### config.mk
export PLATFORM = sky130hd
export DESIGN_NAME = cross_window_strict_local_max
export DESIGN_NICKNAME = d
export VERILOG_FILES = /design/src/hdl/cwslm_pkg.sv /design/src/hdl/cross_window_strict_local_max.sv
export SDC_FILE = /design/constraint.sdc
export NUM_CORES = 2
export LEC_CHECK = 0
export BUFFER_PORTS_ARGS = -buffer_cell sky130_fd_sc_hd__clkbuf_2
export CAP_MARGIN = 0
export CORE_MARGIN = 10
export CORE_UTILIZATION = 53
export CTS_CLUSTER_DIAMETER = 40
export DETAILED_ROUTE_END_ITERATION = 10
export PLACE_DENSITY = 0.68
export SYNTH_ARGS = -nofsm -noshare
export SYNTH_HDL_FRONTEND = slang
export SYNTH_SLANG_ARGS = --single-unit
### constraint.sdc
create_clock -name clock -period 15.2 [get_ports clock]
set_input_delay 1.52 -clock clock [delete_from_list [all_inputs] [get_ports clock]]
set_output_delay 1.52 -clock clock [all_outputs]
set_load 0.01 [all_outputs]
### src/hdl/cwslm_pkg.sv
// Shared constants and the result record type for the cross-window local maximum detector.
`default_nettype none

package cwslm_pkg;

   // Largest grid side that the line stores hold
   localparam int MAX_SIDE    = 128;
   localparam int COL_W       = $clog2(MAX_SIDE);
   localparam int SIDE_W      = 8;
   localparam int PIX_W       = 8;

   localparam logic [SIDE_W-1:0] SIDE_RESET = SIDE_W'(MAX_SIDE);

   // Result queue
   localparam int FIFO_DEPTH  = 4;
   localparam int FIFO_PTR_W  = $clog2(FIFO_DEPTH);
   localparam int FIFO_CNT_W  = $clog2(FIFO_DEPTH) + 1;

   typedef struct packed {
      logic [COL_W-1:0] row_index;
      logic [COL_W-1:0] column_index;
      logic [PIX_W-1:0] cell_value;
      logic             is_peak;
      logic             last_of_run;
   } res_type;

endpackage

`default_nettype wire

### src/hdl/cross_window_strict_local_max.sv
// Top level: four-neighbour strict local maximum detector over a raster pixel stream.
//
//   channel  | handshake              | payload
//   ---------+------------------------+-----------------------------------------------
//   req      | req_valid / req_stall  | req_pixel
//   rsp      | rsp_valid / rsp_stall  | rsp_row_index, rsp_column_index,
//            |                        | rsp_cell_value, rsp_is_peak, rsp_last_of_run
//   csr      | csr_wr_en              | csr_wr_data (grid side)
//
// One pixel is taken per cycle while req_stall is low; its results enter a four-entry
// queue at the same edge, and the first one is on rsp in the cycle after acceptance
// if the queue was empty. On the last row below row 0 each pixel yields two results and
// the queue drains one per cycle while rsp_stall is low, so there input is held back.
// req_stall rises while fewer than two queue entries are free.
// Reset clears the counters and the queue and sets the side to 128; the line stores are
// not cleared and need no clearing pass, so a pixel can be taken in the first cycle.
`default_nettype none

module cross_window_strict_local_max
   import cwslm_pkg::*;
(
   input  wire logic                 clock,
   input  wire logic                 reset,

   input  wire logic                 csr_wr_en,
   input  wire logic [SIDE_W-1:0]    csr_wr_data,

   input  wire logic                 req_valid,
   output logic                      req_stall,
   input  wire logic [PIX_W-1:0]     req_pixel,

   output logic                      rsp_valid,
   input  wire logic                 rsp_stall,
   output logic [COL_W-1:0]          rsp_row_index,
   output logic [COL_W-1:0]          rsp_column_index,
   output logic [PIX_W-1:0]          rsp_cell_value,
   output logic                      rsp_is_peak,
   output logic                      rsp_last_of_run
);

   // Line stores
   logic [PIX_W-1:0]      older_mem [MAX_SIDE];
   logic [PIX_W-1:0]      newer_mem [MAX_SIDE];

   logic [SIDE_W-1:0]     side_ff;
   logic [SIDE_W-1:0]     side_eff;
   logic [COL_W-1:0]      row_ff, row_in;
   logic [COL_W-1:0]      col_ff, col_in;
   logic [COL_W-1:0]      col_in_p1;

   logic [PIX_W-1:0]      center_ff;
   logic [PIX_W-1:0]      up_ff;
   logic [PIX_W-1:0]      right_ff;
   logic [PIX_W-1:0]      left_ff;

   logic                  req_fire;
   logic                  rsp_fire;
   logic                  col_wrap;
   logic                  row_last;
   logic                  interior;
   logic                  peak;
   logic                  has_a, has_b;
   res_type               res_a, res_b;
   res_type               push0_data;
   logic [1:0]            n_push;

   res_type               fifo_mem [FIFO_DEPTH];
   logic [FIFO_PTR_W-1:0] wr_ptr_ff, rd_ptr_ff;
   logic [FIFO_CNT_W-1:0] count_ff, count_in;
   logic [FIFO_PTR_W-1:0] wr_ptr_p1;

   assign req_fire = req_valid && !req_stall;
   assign rsp_fire = rsp_valid && !rsp_stall;

   // Side register: zero acts as one, anything above the store depth as the depth
   always_ff @(posedge clock) begin
      if (reset) begin
         side_ff <= SIDE_RESET;
      end else if (csr_wr_en) begin
         side_ff <= csr_wr_data;
      end
   end

   always_comb begin
      side_eff = side_ff;
      if (side_ff == '0) begin
         side_eff = SIDE_W'(1);
      end else if (side_ff > SIDE_RESET) begin
         side_eff = SIDE_RESET;
      end
   end

   // Raster position
   assign col_wrap = ({1'b0, col_ff} + SIDE_W'(1)) == side_eff;
   assign row_last = ({1'b0, row_ff} + SIDE_W'(1)) == side_eff;

   always_comb begin
      row_in = row_ff;
      col_in = col_ff;
      if (csr_wr_en) begin
         row_in = '0;
         col_in = '0;
      end else if (req_fire) begin
         if (col_wrap) begin
            col_in = '0;
            row_in = row_last ? '0 : row_ff + COL_W'(1);
         end else begin
            col_in = col_ff + COL_W'(1);
         end
      end
   end

   always_ff @(posedge clock) begin
      if (reset) begin
         row_ff <= '0;
         col_ff <= '0;
      end else begin
         row_ff <= row_in;
         col_ff <= col_in;
      end
   end

   // Read ahead at the column of the next transaction; writes only touch the current column
   assign col_in_p1 = col_in + COL_W'(1);

   always_ff @(posedge clock) begin
      if (req_fire) begin
         newer_mem[col_ff] <= req_pixel;
         older_mem[col_ff] <= center_ff;
      end
      center_ff <= newer_mem[col_in];
      right_ff  <= newer_mem[col_in_p1];
      up_ff     <= older_mem[col_in];
   end

   // Left neighbour is the centre of the previous column
   always_ff @(posedge clock) begin
      if (req_fire) begin
         left_ff <= center_ff;
      end
   end

   // Peak test on the cell one row above the incoming pixel
   assign interior = (row_ff >= COL_W'(2)) && (col_ff != '0)
                  && (({1'b0, col_ff} + SIDE_W'(2)) <= side_eff);
   assign peak     = interior && (center_ff > up_ff) && (center_ff > left_ff)
                  && (center_ff > right_ff) && (center_ff > req_pixel);

   assign has_a = row_ff != '0;
   assign has_b = row_last;

   always_comb begin
      res_a.row_index    = row_ff - COL_W'(1);
      res_a.column_index = col_ff;
      res_a.cell_value   = center_ff;
      res_a.is_peak      = peak;
      res_a.last_of_run  = !row_last;

      res_b.row_index    = row_ff;
      res_b.column_index = col_ff;
      res_b.cell_value   = req_pixel;
      res_b.is_peak      = 1'b0;
      res_b.last_of_run  = 1'b1;

      push0_data = has_a ? res_a : res_b;
      n_push     = req_fire ? ({1'b0, has_a} + {1'b0, has_b}) : 2'd0;
   end

   // Result queue
   assign wr_ptr_p1 = wr_ptr_ff + FIFO_PTR_W'(1);

   always_ff @(posedge clock) begin
      if (req_fire) begin
         if (has_a || has_b) begin
            fifo_mem[wr_ptr_ff] <= push0_data;
         end
         if (has_a && has_b) begin
            fifo_mem[wr_ptr_p1] <= res_b;
         end
      end
   end

   assign count_in = count_ff + FIFO_CNT_W'(n_push) - FIFO_CNT_W'(rsp_fire);

   always_ff @(posedge clock) begin
      if (reset) begin
         wr_ptr_ff <= '0;
         rd_ptr_ff <= '0;
         count_ff  <= '0;
      end else begin
         wr_ptr_ff <= wr_ptr_ff + FIFO_PTR_W'(n_push);
         if (rsp_fire) begin
            rd_ptr_ff <= rd_ptr_ff + FIFO_PTR_W'(1);
         end
         count_ff <= count_in;
      end
   end

   // Hold off input unless two entries are free
   assign req_stall = count_ff > FIFO_CNT_W'(FIFO_DEPTH - 2);

   assign rsp_valid        = count_ff != '0;
   assign rsp_row_index    = fifo_mem[rd_ptr_ff].row_index;
   assign rsp_column_index = fifo_mem[rd_ptr_ff].column_index;
   assign rsp_cell_value   = fifo_mem[rd_ptr_ff].cell_value;
   assign rsp_is_peak      = fifo_mem[rd_ptr_ff].is_peak;
   assign rsp_last_of_run  = fifo_mem[rd_ptr_ff].last_of_run;

endmodule

`default_nettype wire

# Yosys cells after proc, flatten, opt, wreduce, memory -nomap -nowiden
# Memories as Yosys holds them, arrays and structs flattened. A register that Yosys moved wholly into a read port is not among the register bits.
# Index checks and enable logic that the tools add are counted.
# W data, S select, Z words.
dict set report word_totals {
  memories 3
  in_bits 21
  ram_bits 2144
  regBits 37
}
dict set report classes {
  mux 18
  n_eq_ne 2
  add_sub_neg 13
  magnitude_cmp 8
  reduce_logical 19
}
# name words width rd rd_ports_with_merged_regs write_ports line_no
set memory_table {}
lappend memory_table {newer_mem 128 8 2 2 1 cross_window_strict_local_max.sv:43} ;# logic [PIX_W-1:0] newer_mem [MAX_SIDE];
lappend memory_table {older_mem 128 8 1 1 1 cross_window_strict_local_max.sv:42} ;# logic [PIX_W-1:0] older_mem [MAX_SIDE];
lappend memory_table {fifo_mem 4 24 1 1 2 cross_window_strict_local_max.sv:67} ;# res_type fifo_mem [FIFO_DEPTH];
# operator count
set ops {}
lappend ops {{$gt A8 B8 Y1} 4}
lappend ops {{$mux W7} 4}
lappend ops {{$mux W24} 1}
lappend ops {{$add A7 B1 Y7 const B} 3}
lappend ops {{$add A7 B1 Y8 const B} 2}
lappend ops {{$eq A8 B8 Y1} 2}
lappend ops {{$mux W8} 2}
lappend ops {{$reduce_bool A7 Y1} 2}
lappend ops {{$logic_and A1 B1 Y1} 9}
lappend ops {{$add A7 B2 Y8 const B} 1}
lappend ops {{$gt A8 B8 Y1 const B} 1}
lappend ops {{$le A8 B8 Y1} 1}
lappend ops {{$logic_not A8 Y1} 1}
lappend ops {{$mux W1} 8}
lappend ops {{$ge A7 B2 Y1 const B} 1}
lappend ops {{$sub A7 B1 Y7 const B} 1}
lappend ops {{$mux W2} 3}
lappend ops {{$add A2 B1 Y2 const B} 2}
lappend ops {{$add A3 B2 Y3} 1}
lappend ops {{$gt A3 B2 Y1 const B} 1}
lappend ops {{$logic_not A1 Y1} 3}
lappend ops {{$reduce_bool A3 Y1} 1}
lappend ops {{$sub A3 B1 Y3} 1}
lappend ops {{$add A1 B1 Y2} 1}
lappend ops {{4 further kinds} 4}

# Logic depth before layout (Yosys ltp)
dict set report logic_depth {
  depth_word 10
  mapped_depth 25
}

# Worst setup path after synthesis
# OpenSTA, ideal clock, no wires.
dict set report synth_path {
  path_kind {in2reg}
  startpoint {in req_valid}
  endpoint {reg right_ff[6], read port of newer_mem}
  setup_slack_ps 9382
  t_arrival_ps 5692
  setup_ps 125
  stages 19
  cell_sequence {inv_1 -> or3_4 -> or4_4 -> buf_6 -> o21ai_4 -> inv_2 -> buf_2 -> buf_1 -> buf_2 -> clkbuf_1 -> ha_1 -> buf_1 -> clkbuf_1 -> clkbuf_1 -> mux4_2 -> a32oi_1 -> o211ai_1 -> nand3_1 -> nand4_1}
}
dict set report synth_between {
  elab_chain_cells 4
}
# element line_no
set synth_lines {}
lappend synth_lines {{from (decl)} cross_window_strict_local_max.sv:28} ;# input wire logic req_valid,
lappend synth_lines {{$logic_and A1 B1 Y1} cross_window_strict_local_max.sv:72} ;# assign req_fire = req_valid && !req_stall;
lappend synth_lines {{$mux W7} cross_window_strict_local_max.sv:103} ;# end else if (req_fire) begin
lappend synth_lines {{$mux W7} cross_window_strict_local_max.sv:100} ;# if (csr_wr_en) begin
lappend synth_lines {{net col_in[0]} cross_window_strict_local_max.sv:48} ;# logic [COL_W-1:0] col_ff, col_in;
lappend synth_lines {{$add A7 B1 Y7} cross_window_strict_local_max.sv:124} ;# assign col_in_p1 = col_in + COL_W'(1);
lappend synth_lines {{to (decl)} cross_window_strict_local_max.sv:53} ;# logic [PIX_W-1:0] right_ff;
# The timed path passes the listed nets, and every way through them passes these cells.
# A chain may end at the register's enable or synchronous reset.

# Final worst setup path
dict set report layout_path {
  startpoint {reg col_ff[2]}
  endpoint {reg right_ff[5], read port of newer_mem}
}
dict set report layout_between {
  elab_chain_cells 6
  elab_cells_between_ends 7
  classes_between {add/sub: 3; eq/ne: 1; mux: 3}
}
# element line_no
set layout_lines {}
lappend layout_lines {{from (decl)} cross_window_strict_local_max.sv:48}
lappend layout_lines {{from (signal assigned)} cross_window_strict_local_max.sv:119} ;# col_ff <= col_in;
lappend layout_lines {{$add A7 B1 Y8} cross_window_strict_local_max.sv:94} ;# assign col_wrap = ({1'b0, col_ff} + SIDE_W'(1)) == side_eff;
lappend layout_lines {{$eq A8 B8 Y1} cross_window_strict_local_max.sv:94}
lappend layout_lines {{$mux W7} cross_window_strict_local_max.sv:104} ;# if (col_wrap) begin
lappend layout_lines {{$mux W7 *} cross_window_strict_local_max.sv:103}
lappend layout_lines {{$mux W7 *} cross_window_strict_local_max.sv:100}
lappend layout_lines {{$add A7 B1 Y7 *} cross_window_strict_local_max.sv:124}
# Mark *: on every way between the ends. The rest lies on a longest branch, timed or not.

==> summary.md <==
| Metric | Value |
|---|---|
| Nets@finish | between 7000 and 8000 |
| Most frequent cell after synthesis | edfxtp_1 |
| Total iterations of the first detailed-routing run | 9 |
| Fraction of registers with async set or reset after synthesis | 0 |
| Power density relative to cell area | 138 nW/um^2 |
| GRT Resource Usage Total | 0.327 |
| Core footprint | between 150000 and 200000 um^2 |
| Post-cts hold buffer count | 0 |
| Number of hold-slack violations in the final timing report | 0 |
| Layout cell share with drive strength beyond 1 | 0.169 |
| Mean area per synthesized cell | about 14 um^2 |
| Tcrit/Tclk final | 0.562 |
| Number of sinks driven by the clock tree | 2207 |
| Total of fill cells in the finished design | 14014 |
| Hold path start | fifo_mem[2][0] |
| Number of global-route vias before repair | approximately 70000 |
| Post CTS Setup Buffer Count | 0 |
| Number of violations reported at the end of detailed-routing iteration 0 | ~12000 |
| Maximum clock frequency | 117 MHz |
| Origin of the critical flop-to-flop path | col_ff[2] |
| Top cells by count, synth | edfxtp_1 (2144), nand2_1 (945), nor2_1 (522), o21ai_0 (399), clkbuf_1 (392) |
| Die ar. | just over 200000 um^2 |
| Summed negative setup slack over all endpoints | 0 ns |
| Via Count | around 73000 |
| Worst-margin pin slew | 1.65 ns |
| Static Leak | around 38 nW |
| Post-synthesis sequential area ratio | 0.654 |
| Worst path arrival time | approximately 9.3 ns |
| Clock transition at the register clock pins on the worst setup and hold paths after CTS | 0.06 ns |
| Critical Path Source Type | flip-flop |
| Routability Congestion | about 0.96 |
| Synthesized net count | roughly 7500 |
| Slowest stage delay, CP | roughly 1.3 ns |
| Data required time of the critical path | 15.92 ns |
| Seq cells post-synth | between 2000 and 2500 |
| Post-synthesis instance area | between 100000 and 150000 um^2 |
| Count of distinct cell types in the synthesized netlist | 93 |
| H-tree depth | 5 |
| Min Clock Period, post-route | approximately 8.5 ns |
| Final worst clock skew | approximately 0.057 ns |
| Initial core utilization | 0.534 |
| P&R area growth vs syn | 12.9% |
| Largest net degree at the start of global routing | roughly 190 |
| Via density | 7.14 |
| Antenna Violating Nets Remaining | 0 |
| DIE HEIGHT | between 400 and 500 um |
| Failing checks | capacitance limit, slew limit |
| Clock latency on the worst-skew pair | between 0.9 and 1 ns |
| CP endpoint kind | flip-flop |
| Standard-cell rows | between 150 and 200 |
| Worst relative slew slack | -0.114 |
| Hold/Removal Path Class | reg2reg |
| Cells along the critical path | ha_1 > nand2_1 > xnor3_1 > o311ai_1 > or4_4 > o21ai_4 > buf_4 > inv_8 > ha_4 > buf_12 > nor2_1 > a21oi_1 > a211oi_1 > o311ai_0 > a32oi_1 |
| Chip width | approximately 460 um |
| Post-synth top area share | 0.641 |
| WL per Instance | approximately 34 um |
| Buffer cell driving the clock tree root | clkbuf_16 |
| Setup WS post-layout | 6.66 ns |
| Final-report setup violation count | 0 |
| Clock Tree Buf Depth | 4 |
| Post-route DRC violation count | 0 |
| Synthesized instance count | about 7400 |
| Most instantiated flip-flop cell in the synthesis netlist | edfxtp_1 |
| Wire length of the first global-routing pass | 494 mm |
| Number of antenna violations at the first check in global routing | 23 |
| Worst setup path class | reg2reg |
| Number of buffers inserted during clock tree synthesis | roughly 300 |
| Post-Route WL | roughly 350 mm |
| Dominant cells by area after synthesis | edfxtp_1 (64%), mux4_2 (5.6%), nand2_1 (3.5%), o21ai_0 (2.0%), nor2_1 (2.0%) |
| Max-slew violations | 2 |
| Number of buffers and inverters on the critical path | 3 |
| Port bufs | between 40 and 50 |
| Cell with the largest stage delay on the worst path | o311ai_0 |
| Number of top-level pins | between 40 and 50 |
| Max-cap violation count | 2 |
| RSZ-0062 raised after global routing | false |
| Number of gates resized after cts | 0 |
| Number of enable flip-flop cells after synthesis | approximately 2100 |
| Peak supply drop | roughly 0.14 mV |
| Top cell type by total area after synthesis | edfxtp_1 |
| Crit. Startpoint | col_ff[2] |
| Setup Slack @ Placement | between 6 and 7 ns |
| Highest net fanout along the worst path | 190 |
| Status | complete, but fails checks |
| Remaining Overflow, GRT | 0 |
| Placed wire-length estimate after detailed placement | a little under 200 mm |
| Synthesis warning total | 0 |
| Clock tree from TritonCTS | yes |
| Top delay family on crit path | compound AO/OA/AOI/OAI gates |
## logic make-up after synthesis
logic type,after synthesis,share of synthesized area
AND/OR/NAND/NOR,2150,0.0947
AO/OA/AOI/OAI,1733,0.124
buffers and inverters,717,0.0316
XOR/XNOR,41,0.00371
adder cells (fa/ha/maj),57,0.00715
flip-flops,2207,0.654
multiplexers,531,0.0853
## power breakdown
part | switching [mW] | internal [mW] | total (mW)
logic | 1.20 | 0.571 | 1.77
registers | 0.163 | 6.92 | 7.08
clock network | 2.68 | 4.12 | 6.80
total | 4.04 | 11.6 | 15.7
## final timing paths
kind	endpoint	slack, ns	cells past startpoint
max	right_ff[5]	6.66	15
min	fifo_mem[2][0]	0.47	1
max reg2reg	right_ff[5]	6.66	15
min reg2reg	fifo_mem[2][0]	0.47	1
## flip-flops by register name, indices dropped and copies added, names as in the netlist, 8 cells and up, named ones only
name / cells
side_ff: 8
newer_mem: 1024
fifo_mem: 96
left_ff: 8
right_ff: 8
older_mem: 1024
up_ff: 8
center_ff: 8
## stage by stage
stage / cells / power [mW] / hold slack [ns] / util / cell area [um^2]
floorplan: 7436 / 8.25 / 0.431 / - / 100000
global placement: 9644 / 8.87 / 0.444 / 0.552 / 104000
detailed placement: 9644 / 8.91 / 0.456 / 0.552 / 104000
CTS: 10156 / 15.6 / 0.470 / 0.603 / 113000
global route: 10157 / 16.0 / 0.486 / 0.603 / 113000
finish: 10163 / 15.7 / 0.474 / 0.603 / 113000
## per-layer routing
layer / global-route usage / up-vias / wire [um]
met4: 0.195 / 24 / 24800
li1: - / 29238 / -
met3: 0.120 / 1428 / 53700
met5: 0 / - / 173
met2: 0.478 / 6234 / 149000
met1: 0.420 / 35678 / 120000
## area by class of cell
type	instances	area [um^2]	share of cell area
clock buffer	335	7720	0.0681
sequential	2207	65700	0.579
antenna	7	17.5	0.000155
clock inverter	177	1820	0.0160
tap	2495	3120	0.0275
inverter	98	380	0.00336
multi-input combinational	4512	32100	0.283
timing repair buffer	332	2550	0.0225
## placed cells by master, fill, tap and decap left out, types with 26 or more instances in the layout
cell / n
a311oi_1: 136
mux4_2: 249
clkinvlp_4: 29
inv_1: 93
o311ai_0: 46
o22ai_1: 101
o31ai_1: 37
nor2_2: 50
clkinv_2: 33
nand2b_1: 99
a21oi_1: 148
clkbuf_16: 304
and3_1: 77
clkbuf_1: 31
mux2_2: 97
nand4_1: 57
o21ai_0: 397
inv_6: 28
nor3_1: 155
bufinv_16: 26
a221oi_1: 101
buf_4: 282
clkinv_1: 36
edfxtp_1: 2144
nor2_1: 469
nand2_1: 943
a31oi_1: 101
a22o_1: 34
o221ai_1: 55
o221a_2: 45
nand3_1: 140
dfxtp_1: 55
and2_1: 43
o211ai_1: 55
mux2i_1: 182
a211oi_1: 186
o211a_1: 110
clkbuf_2: 38
ha_1: 54
Power figures use the tool's default switching activity.
